**src/rtl/core/nrmc_pkg.sv**
```systemverilog
package nrmc_pkg;

    // Longest sentence that can still be accepted, in bytes.
    localparam int MAX_SENTENCE_LEN = 128;
    localparam int POS_W            = $clog2(MAX_SENTENCE_LEN + 1);
    localparam int TIME_CHARS       = 6;
    localparam int TIME_FIRST_POS   = 7;

    localparam logic [7:0] CHAR_STAR   = 8'h2A;
    localparam logic [7:0] CHAR_COMMA  = 8'h2C;
    localparam logic [7:0] CHAR_ACTIVE = 8'h41;

    // "$GPRMC"
    localparam logic [7:0] LEAD_TEXT [6] = '{8'h24, 8'h47, 8'h50, 8'h52, 8'h4D, 8'h43};

    // Hours in a day; the local hour wraps at this value.
    localparam logic [7:0] HOURS_PER_DAY = 8'd24;

    // Reset value of the zone offset register.
    localparam logic [4:0] ZONE_OFFSET_RESET = 5'd8;

    typedef struct packed {
        logic [7:0] sentence_byte;
        logic       final_byte;
    } nrmc_in_t;

    typedef struct packed {
        logic       sentence_accepted;
        logic       time_known;
        logic [4:0] local_hour;
        logic [6:0] local_minute;
        logic [6:0] local_second;
    } nrmc_out_t;

    // Verdict handed from the sentence scanner to the time holder on a final byte.
    typedef struct packed {
        logic                           finish;
        logic                           accepted;
        logic [TIME_CHARS-1:0][3:0]     digits;
    } nrmc_verdict_t;

endpackage

```
**src/rtl/core/nmea_rmc_checksum_time_parser_unit.sv**
```systemverilog
// NMEA 0183 $GPRMC checker and local-time holder. Sentence bytes arrive one per
// transaction on the input channel, with final_byte set on the last byte of each
// sentence. The block checks that the sentence opens with "$GPRMC", that the byte
// after the second comma is 'A', and that the XOR of the bytes between '$' and the
// first '*' equals the hexadecimal value written after the '*'. Every final byte
// produces exactly one output transaction; other bytes produce none. When all checks
// pass, the held time is replaced by the hhmmss characters at byte positions 7 to 12,
// with the hour advanced by the zone offset and wrapped modulo 24; the output
// always carries the held time and whether any sentence has been accepted since
// reset. The block takes one byte every clock cycle unless its input stalls: a byte
// passes an input register and one stage of per-byte update logic, and the result
// of a final byte is then registered. The input stalls only when a result is
// waiting in the output register and the next final byte would need that register.
// The zone offset is written through the configuration channel, which is always
// ready, and should only be changed while no sentence is in flight; it resets to 8.
module nmea_rmc_checksum_time_parser_unit
    import nrmc_pkg::*;
(
    input  logic       clk,
    input  logic       rst_n,
    input  logic       in_valid,
    output logic       in_ready,
    input  nrmc_in_t   in_data,
    output logic       out_valid,
    input  logic       out_ready,
    output nrmc_out_t  out_data,
    input  logic       cfg_valid,
    output logic       cfg_ready,
    input  logic [4:0] cfg_data
);

    // Input register: holds one byte while the scanner works on it.
    logic       stage_valid_reg;
    nrmc_in_t   stage_data_reg;
    logic [4:0] zone_offset_reg;
    logic       step;

    nrmc_verdict_t verdict;

    // A byte leaves the input register unless it is a final byte and the output
    // register still holds a result that the consumer has not taken.
    assign step      = stage_valid_reg && (!stage_data_reg.final_byte || !out_valid || out_ready);
    assign in_ready  = !stage_valid_reg || step;
    assign cfg_ready = 1'b1;

    always_ff @(posedge clk or negedge rst_n)
    begin
        if (!rst_n) begin
            stage_valid_reg <= 1'b0;
            zone_offset_reg <= ZONE_OFFSET_RESET;
        end
        else begin
            if (in_ready) begin
                stage_valid_reg <= in_valid;
            end
            if (cfg_valid) begin
                zone_offset_reg <= cfg_data;
            end
        end
    end

    always_ff @(posedge clk)
    begin
        if (in_valid && in_ready) begin
            stage_data_reg <= in_data;
        end
    end

    nrmc_scan u_scan (
        .clk     (clk),
        .rst_n   (rst_n),
        .step    (step),
        .item    (stage_data_reg),
        .verdict (verdict)
    );

    nrmc_hold u_hold (
        .clk         (clk),
        .rst_n       (rst_n),
        .verdict     (verdict),
        .zone_offset (zone_offset_reg),
        .out_ready   (out_ready),
        .out_valid   (out_valid),
        .out_data    (out_data)
    );

endmodule

```
**src/rtl/core/nrmc_scan.sv**
```systemverilog
module nrmc_scan
    import nrmc_pkg::*;
(
    input  logic          clk,
    input  logic          rst_n,
    input  logic          step,
    input  nrmc_in_t      item,
    output nrmc_verdict_t verdict
);

    localparam logic [POS_W-1:0] POS_MAX = POS_W'(MAX_SENTENCE_LEN);

    logic [POS_W-1:0]           pos_reg,      pos_next;
    logic                       prefix_reg,   prefix_next;
    logic [7:0]                 xor_reg,      xor_next;
    logic                       star_reg,     star_next;
    logic [7:0]                 csum_reg,     csum_next;
    logic                       ovf_reg,      ovf_next;
    logic [1:0]                 comma_reg,    comma_next;
    logic                       status_reg,   status_next;
    logic [TIME_CHARS-1:0][3:0] digits_reg,   digits_next;

    function automatic logic [3:0] dec_digit(input logic [7:0] c);
        logic [7:0] d;
        d = c - 8'h30;
        if (c inside {[8'h30:8'h39]}) begin
            return d[3:0];
        end
        return 4'd0;
    endfunction

    // Returns {is_hex, value}.
    function automatic logic [4:0] hex_digit(input logic [7:0] c);
        logic [7:0] d;
        d = 8'h00;
        if (c inside {[8'h30:8'h39]}) begin
            d = c - 8'h30;
            return {1'b1, d[3:0]};
        end
        if (c inside {[8'h41:8'h46]}) begin
            d = c - 8'h37;
            return {1'b1, d[3:0]};
        end
        if (c inside {[8'h61:8'h66]}) begin
            d = c - 8'h57;
            return {1'b1, d[3:0]};
        end
        return 5'd0;
    endfunction

    logic [7:0] c;
    logic [4:0] hex;
    logic       accepted;

    always_comb
    begin
        c           = item.sentence_byte;
        hex         = hex_digit(c);
        prefix_next = prefix_reg;
        xor_next    = xor_reg;
        star_next   = star_reg;
        csum_next   = csum_reg;
        ovf_next    = ovf_reg;
        comma_next  = comma_reg;
        status_next = status_reg;
        digits_next = digits_reg;

        if (pos_reg < POS_W'(6) && c != LEAD_TEXT[pos_reg[2:0]]) begin
            prefix_next = 1'b0;
        end

        for (int i = 0; i < TIME_CHARS; i++) begin
            if (pos_reg == POS_W'(TIME_FIRST_POS + i)) begin
                digits_next[i] = dec_digit(c);
            end
        end

        if (comma_reg == 2'd2) begin
            status_next = (c == CHAR_ACTIVE);
            comma_next  = 2'd3;
        end
        else if (c == CHAR_COMMA && comma_reg < 2'd2) begin
            comma_next = comma_reg + 2'd1;
        end

        if (star_reg) begin
            if (!hex[4]) begin
                ovf_next = 1'b1;
            end
            else begin
                if (csum_reg[7:4] != 4'd0) begin
                    ovf_next = 1'b1;
                end
                csum_next = {csum_reg[3:0], hex[3:0]};
            end
        end
        else if (c == CHAR_STAR && pos_reg != '0) begin
            star_next = 1'b1;
        end
        else if (pos_reg != '0) begin
            xor_next = xor_reg ^ c;
        end

        pos_next = (pos_reg < POS_MAX) ? pos_reg + POS_W'(1) : pos_reg;

        accepted = (pos_reg != POS_MAX) && (pos_reg >= POS_W'(5)) && prefix_next
                   && status_next && star_next && !ovf_next && (csum_next == xor_next);

        verdict.finish   = step && item.final_byte;
        verdict.accepted = accepted;
        verdict.digits   = digits_next;
    end

    always_ff @(posedge clk or negedge rst_n)
    begin
        if (!rst_n) begin
            pos_reg    <= '0;
            prefix_reg <= 1'b1;
            xor_reg    <= '0;
            star_reg   <= 1'b0;
            csum_reg   <= '0;
            ovf_reg    <= 1'b0;
            comma_reg  <= '0;
            status_reg <= 1'b0;
            digits_reg <= '0;
        end
        else if (step) begin
            if (item.final_byte) begin
                // Per-sentence state starts afresh for the next sentence.
                pos_reg    <= '0;
                prefix_reg <= 1'b1;
                xor_reg    <= '0;
                star_reg   <= 1'b0;
                csum_reg   <= '0;
                ovf_reg    <= 1'b0;
                comma_reg  <= '0;
                status_reg <= 1'b0;
                digits_reg <= '0;
            end
            else begin
                pos_reg    <= pos_next;
                prefix_reg <= prefix_next;
                xor_reg    <= xor_next;
                star_reg   <= star_next;
                csum_reg   <= csum_next;
                ovf_reg    <= ovf_next;
                comma_reg  <= comma_next;
                status_reg <= status_next;
                digits_reg <= digits_next;
            end
        end
    end

endmodule

```
**src/rtl/core/nrmc_hold.sv**
```systemverilog
module nrmc_hold
    import nrmc_pkg::*;
(
    input  logic          clk,
    input  logic          rst_n,
    input  nrmc_verdict_t verdict,
    input  logic [4:0]    zone_offset,
    input  logic          out_ready,
    output logic          out_valid,
    output nrmc_out_t     out_data
);

    logic [4:0] hour_reg,   hour_next;
    logic [6:0] minute_reg, minute_next;
    logic [6:0] second_reg, second_next;
    logic       known_reg,  known_next;
    logic       out_valid_reg;
    nrmc_out_t  out_data_reg;

    function automatic logic [6:0] two_digits(input logic [3:0] tens, input logic [3:0] ones);
        logic [6:0] t;
        t = {3'b000, tens};
        return (t << 3) + (t << 1) + {3'b000, ones};
    endfunction

    logic [7:0] hour_sum;
    logic [7:0] hour_wrap;

    always_comb
    begin
        hour_sum  = {1'b0, two_digits(verdict.digits[0], verdict.digits[1])} + {3'b000, zone_offset};
        // The sum is at most 130, so three conditional subtractions reduce it below 24.
        hour_wrap = hour_sum;
        if (hour_wrap >= (HOURS_PER_DAY << 2)) begin
            hour_wrap = hour_wrap - (HOURS_PER_DAY << 2);
        end
        if (hour_wrap >= (HOURS_PER_DAY << 1)) begin
            hour_wrap = hour_wrap - (HOURS_PER_DAY << 1);
        end
        if (hour_wrap >= HOURS_PER_DAY) begin
            hour_wrap = hour_wrap - HOURS_PER_DAY;
        end

        hour_next   = hour_reg;
        minute_next = minute_reg;
        second_next = second_reg;
        known_next  = known_reg;
        if (verdict.finish && verdict.accepted) begin
            hour_next   = hour_wrap[4:0];
            minute_next = two_digits(verdict.digits[2], verdict.digits[3]);
            second_next = two_digits(verdict.digits[4], verdict.digits[5]);
            known_next  = 1'b1;
        end
    end

    always_ff @(posedge clk or negedge rst_n)
    begin
        if (!rst_n) begin
            hour_reg      <= '0;
            minute_reg    <= '0;
            second_reg    <= '0;
            known_reg     <= 1'b0;
            out_valid_reg <= 1'b0;
        end
        else begin
            hour_reg   <= hour_next;
            minute_reg <= minute_next;
            second_reg <= second_next;
            known_reg  <= known_next;
            if (verdict.finish) begin
                out_valid_reg <= 1'b1;
            end
            else if (out_ready) begin
                out_valid_reg <= 1'b0;
            end
        end
    end

    always_ff @(posedge clk)
    begin
        if (verdict.finish) begin
            out_data_reg.sentence_accepted <= verdict.accepted;
            out_data_reg.time_known        <= known_next;
            out_data_reg.local_hour        <= hour_next;
            out_data_reg.local_minute      <= minute_next;
            out_data_reg.local_second      <= second_next;
        end
    end

    assign out_valid = out_valid_reg;
    assign out_data  = out_data_reg;

endmodule

```
**config.mk**
```make
export PLATFORM = sky130hd
export DESIGN_NAME = nmea_rmc_checksum_time_parser_unit
export DESIGN_NICKNAME = d
export VERILOG_FILES = /design/src/rtl/core/nrmc_pkg.sv /design/src/rtl/core/nmea_rmc_checksum_time_parser_unit.sv /design/src/rtl/core/nrmc_scan.sv /design/src/rtl/core/nrmc_hold.sv
export SDC_FILE = /design/constraint.sdc
export NUM_CORES = 1
export LEC_CHECK = 0
export BUFFER_PORTS_ARGS = -buffer_cell sky130_fd_sc_hd__buf_2
export CAP_MARGIN = 5
export CORE_ASPECT_RATIO = 0.8
export CORE_MARGIN = 2
export CORE_UTILIZATION = 50
export CTS_BUF_LIST = sky130_fd_sc_hd__clkbuf_4 sky130_fd_sc_hd__clkbuf_8 sky130_fd_sc_hd__clkbuf_16
export CTS_CLUSTER_SIZE = 8
export DETAILED_ROUTE_END_ITERATION = 16
export PLACE_DENSITY = 0.7
export SLEW_MARGIN = 0
export SYNTH_ARGS = -nofsm -noshare
export SYNTH_HDL_FRONTEND = slang
export SYNTH_SLANG_ARGS = --single-unit
export TNS_END_PERCENT = 1
```
**constraint.sdc**
```tcl
create_clock -name clk -period 8.85 [get_ports clk]
set_clock_uncertainty 0.15 [all_clocks]
set_input_delay 1.77 -clock clk [delete_from_list [all_inputs] [get_ports clk]]
set_output_delay 1.77 -clock clk [all_outputs]
set_load 0.1 [all_outputs]
```
==> summary.txt <==
Status
  • Run status: finished clean

Critical path
  • CP Launch Type: register
  • Critical path, cell by cell: inv_1 > ha_1 > o21bai_1 > a21oi_1 > nand2_1 > inv_1 > mux2i_1 > fa_1 > inv_1 > fa_1 > xor2_1 > ha_1 > o21a_1 > a21oi_1 > and2_1 > a31o_1 > a211oi_2 > ha_1 > nor4_1 > a31oi_1 > a32oi_1 > mux2_4
  • CP max-delay cell: edfxtp_1
  • Critical Path Fanout Max: 11
  • Setup Crit Path Kind: reg2reg
  • Largest delay contributor family on the critical path: adder cells
  • Critical path buffers and inverters: 3
  • Critical path data arrival time: 6.16 ns
  • CP max stage delay: 0.57 ns
  • CP endpoint kind: register
  • Worst path required time: 8.80 ns

Timing
  • Unrepaired setup endpoints after global routing: false
  • Min cycle time layout: 6.202 ns
  • Final worst-path cycle share: 0.7008
  • Final Hold Viols: 0
  • Measured slew at the worst slew-check pin: 1.070 ns
  • Max_slew headroom: 0.2862
  • Max-slew violation count: 0
  • Fmax: 161.2 MHz
  • Total negative setup slack: 0 ns
  • Hold WS: 0.3184 ns
  • Final setup fails: 0

Power and ir drop
  • Leakage power figure: 0.003410 uW
  • Maximum VDD drop: 0.1286 mV
  • Power density cells: 183.4 mW/mm^2

Place
  • Post-detail-place hpwl: 9.542 mm
  • IO buf count: 41
  • Placed Cells: 805
  • GPL Wtd Cong: 0.9358

CTS
  • Clk root buf: clkbuf_16
  • CTS Buffer Depth: 2
  • Cts hold-fix bufs: 0
  • CTS clk-pin slew, worst paths: 0.08 ns
  • # H-tree levels: 3
  • TritonCTS clock tree: done
  • Setup Fix Bufs, Post-CTS: 0
  • CTS sink count: 111
  • Total CTS buffers: 9
  • CTS resizes: 0
  • Clock Latency Late Sink: 0.36 ns

Floorplan
  • Starting Density: 0.5081
  • Core Box Area: 0.01278 sq mm
  • Die H: 105.9 microns
  • Die X-Extent: 131.4 microns
  • Rows: 37
  • Die area: 0.01392 sq mm
  • Number of placed I/O pins: 43

Global routing
  • First-pass GRT wire length: 22.87 mm
  • Grt total ovfl: 0
  • Vias in the first global route: 4466
  • Initial antenna violation count: 0
  • Largest net degree at the start of global routing: 82
  • Total track usage: 0.2068

Cells and area
  • Fin util: 0.5564
  • Post-Layout Cell Count: 822
  • Share of cells above drive strength 1: 0.1546
  • Fillers: 1120
  • Final nets: 706
  • N_diodes: 0
  • P&R area growth vs syn: 9.501%
  • Number of flip-flops under the largest register name: 24

Synth
  • Async SR Flop Fraction: 0.7297
  • Yosys reg bits: 111
  • YS warnings: 0
  • Sequential share of the synthesized area: 0.4513
  • Mapped Cells: 615
  • Post-synth EDFFs: 30
  • Syn_nets: 679
  • Cell area after synthesis: 0.006492 sq mm
  • Yosys cell types: 73
  • Post-synth top flop: dfrtp_1
  • Mapped Avg Cell Area: 10.56 sq um

Min path
  • Worst Hold Class: reg2reg

Drt
  • First-pass iteration count of the detailed router: 5
  • Routed WL: 13.65 mm
  • DRC viols: 0
  • Via count: 4717
  • Antenna Nets Post-Route: 0
  • Vias per cell: 5.738
  • Per-cell routed wire length: 16.61 microns
  • Drt first-iter violations: 412

Job
  • MaxCap Viol Count: 0
==> metrics by stage <==
step / instance area [sq um] / setup slack [ns] / total power (uW)
after global routing: 7109 / 2.217 / 1369
after floorplan: 6492 / 3.336 / 835.3
after global placement: 6799 / 3.092 / 894.2
after detailed placement: 6799 / 2.739 / 902.4
final: 7109 / 2.648 / 1304
after CTS: 7098 / 2.707 / 1314
==> logic make-up (layout without fill, tap and decap cells) <==
family          Yosys count  in the layout  share of synthesized area
buf+inv                  51             83                    0.03411
other cells               1              1                  0.0005776
flops                   111            111                     0.4513
compound gates          161            161                     0.1586
xor+xnor                 33             33                    0.04664
simple gates            176            176                     0.1390
mux                      37             37                    0.07497
fa+ha+maj                45             45                    0.09482
==> final timing paths <==
path	cells after the start	slack, ns	start	end
max in group asynchronous	1	6.45	rst_n	zone_offset_reg[4]$_DFFE_PN0P_
min in group asynchronous	1	1.43	rst_n	stage_valid_reg$_DFFE_PN0N_
worst min-delay path	1	0.32	u_hold.known_reg$_DFF_PN0_	u_hold.known_reg$_DFF_PN0_
worst min register to register	1	0.32	u_hold.known_reg$_DFF_PN0_	u_hold.known_reg$_DFF_PN0_
worst max-delay path	22	2.65	stage_data_reg[1]$_DFFE_PP_	u_hold.out_data[17]$_DFFE_PP_
worst max register to register	22	2.65	stage_data_reg[1]$_DFFE_PP_	u_hold.out_data[17]$_DFFE_PP_
==> synth_stat cells, types with 3 or more instances <==
master    instances  area (sq um)
buf_2             3         15.01
dfrtp_1          79          1977
clkbuf_1         17         63.81
inv_1            23         86.33
nor3_1            9         45.04
o21ai_1           6         30.03
or3_1             4         25.02
fa_1              7         140.1
nor4_1            4         25.02
mux2i_1          10         100.1
edfxtp_1         30         900.9
a22o_1           17         148.9
mux2_2            7         78.83
buf_1             3         11.26
ha_1             38         475.5
nand2b_1          3         18.77
nand2_1          82         307.8
buf_4             3         22.52
nand4_1           6         37.54
xnor2_1          14         122.6
a21oi_1          36         180.2
xor2_1           18         157.7
o31ai_1           7         52.55
nand4b_1          3         26.28
a31oi_1           7         43.79
a22oi_1           6         45.04
nor4b_1           3         26.28
mux2_4           19         285.3
nor2b_1           5         31.28
nand3_1           8         40.04
and2_1            6         37.54
o21ai_0          49         245.2
a21o_1           10         75.07
nor2_1           21         78.83
==> per-layer routing <==
layer | wire length, microns | track usage | vias to the layer above
met1 | 6532 | 0.2911 | 2301
met2 | 6078 | 0.3149 | 125
li1 | - | - | 2269
met3 | 769 | 0.05579 | 22
met5 | 0 | 0 | -
met4 | 272 | 0.06289 | 0
==> power by group <==
group	leakage (uW)	internal [uW]	switching [uW]
sequential	0.00139	566	50.6
clock	0.000140	205	204
combinational	0.00188	104	173
total	0.00341	875	428
==> cell type report <==
class | instances | area [sq um] | share of cell area
Clock inverter | 6 | 60.06 | 0.008448
Timing Repair Buffer | 44 | 234.0 | 0.03291
Multi-Input combinational cell | 453 | 3341 | 0.4699
Clock buffer | 10 | 239.0 | 0.03361
Sequential cell | 111 | 2930 | 0.4122
Tap cell | 175 | 219.0 | 0.03080
Inverter | 23 | 86.33 | 0.01214
==> worst register-to-register path: stages (launching register included) <==
cell and delay [ns]:
edfxtp_1 0.57, inv_1 0.22, ha_1 0.21, o21bai_1 0.12, a21oi_1 0.47, nand2_1 0.30, inv_1 0.17, mux2i_1 0.15
fa_1 0.56, inv_1 0.07, fa_1 0.46, xor2_1 0.16, ha_1 0.37, o21a_1 0.15, a21oi_1 0.10, and2_1 0.18
a31o_1 0.19, a211oi_2 0.35, ha_1 0.33, nor4_1 0.09, a31oi_1 0.17, a32oi_1 0.11, mux2_4 0.30
==> placed cells by master (no fill, tap or decap), types with 8 or more instances in the layout <==
cell       count
xor2_1        18
nor2_1        21
a22o_1        17
buf_2         40
a21o_1        10
o21ai_0       49
dfrtp_1       79
clkbuf_16      9
edfxtp_1      30
mux2i_1       10
inv_1         23
ha_1          38
xnor2_1       14
nor3_1         9
nand2_1       82
nand3_1        8
mux2_4        19
a21oi_1       36
No activity file was read; power rests on OpenSTA's default activity.
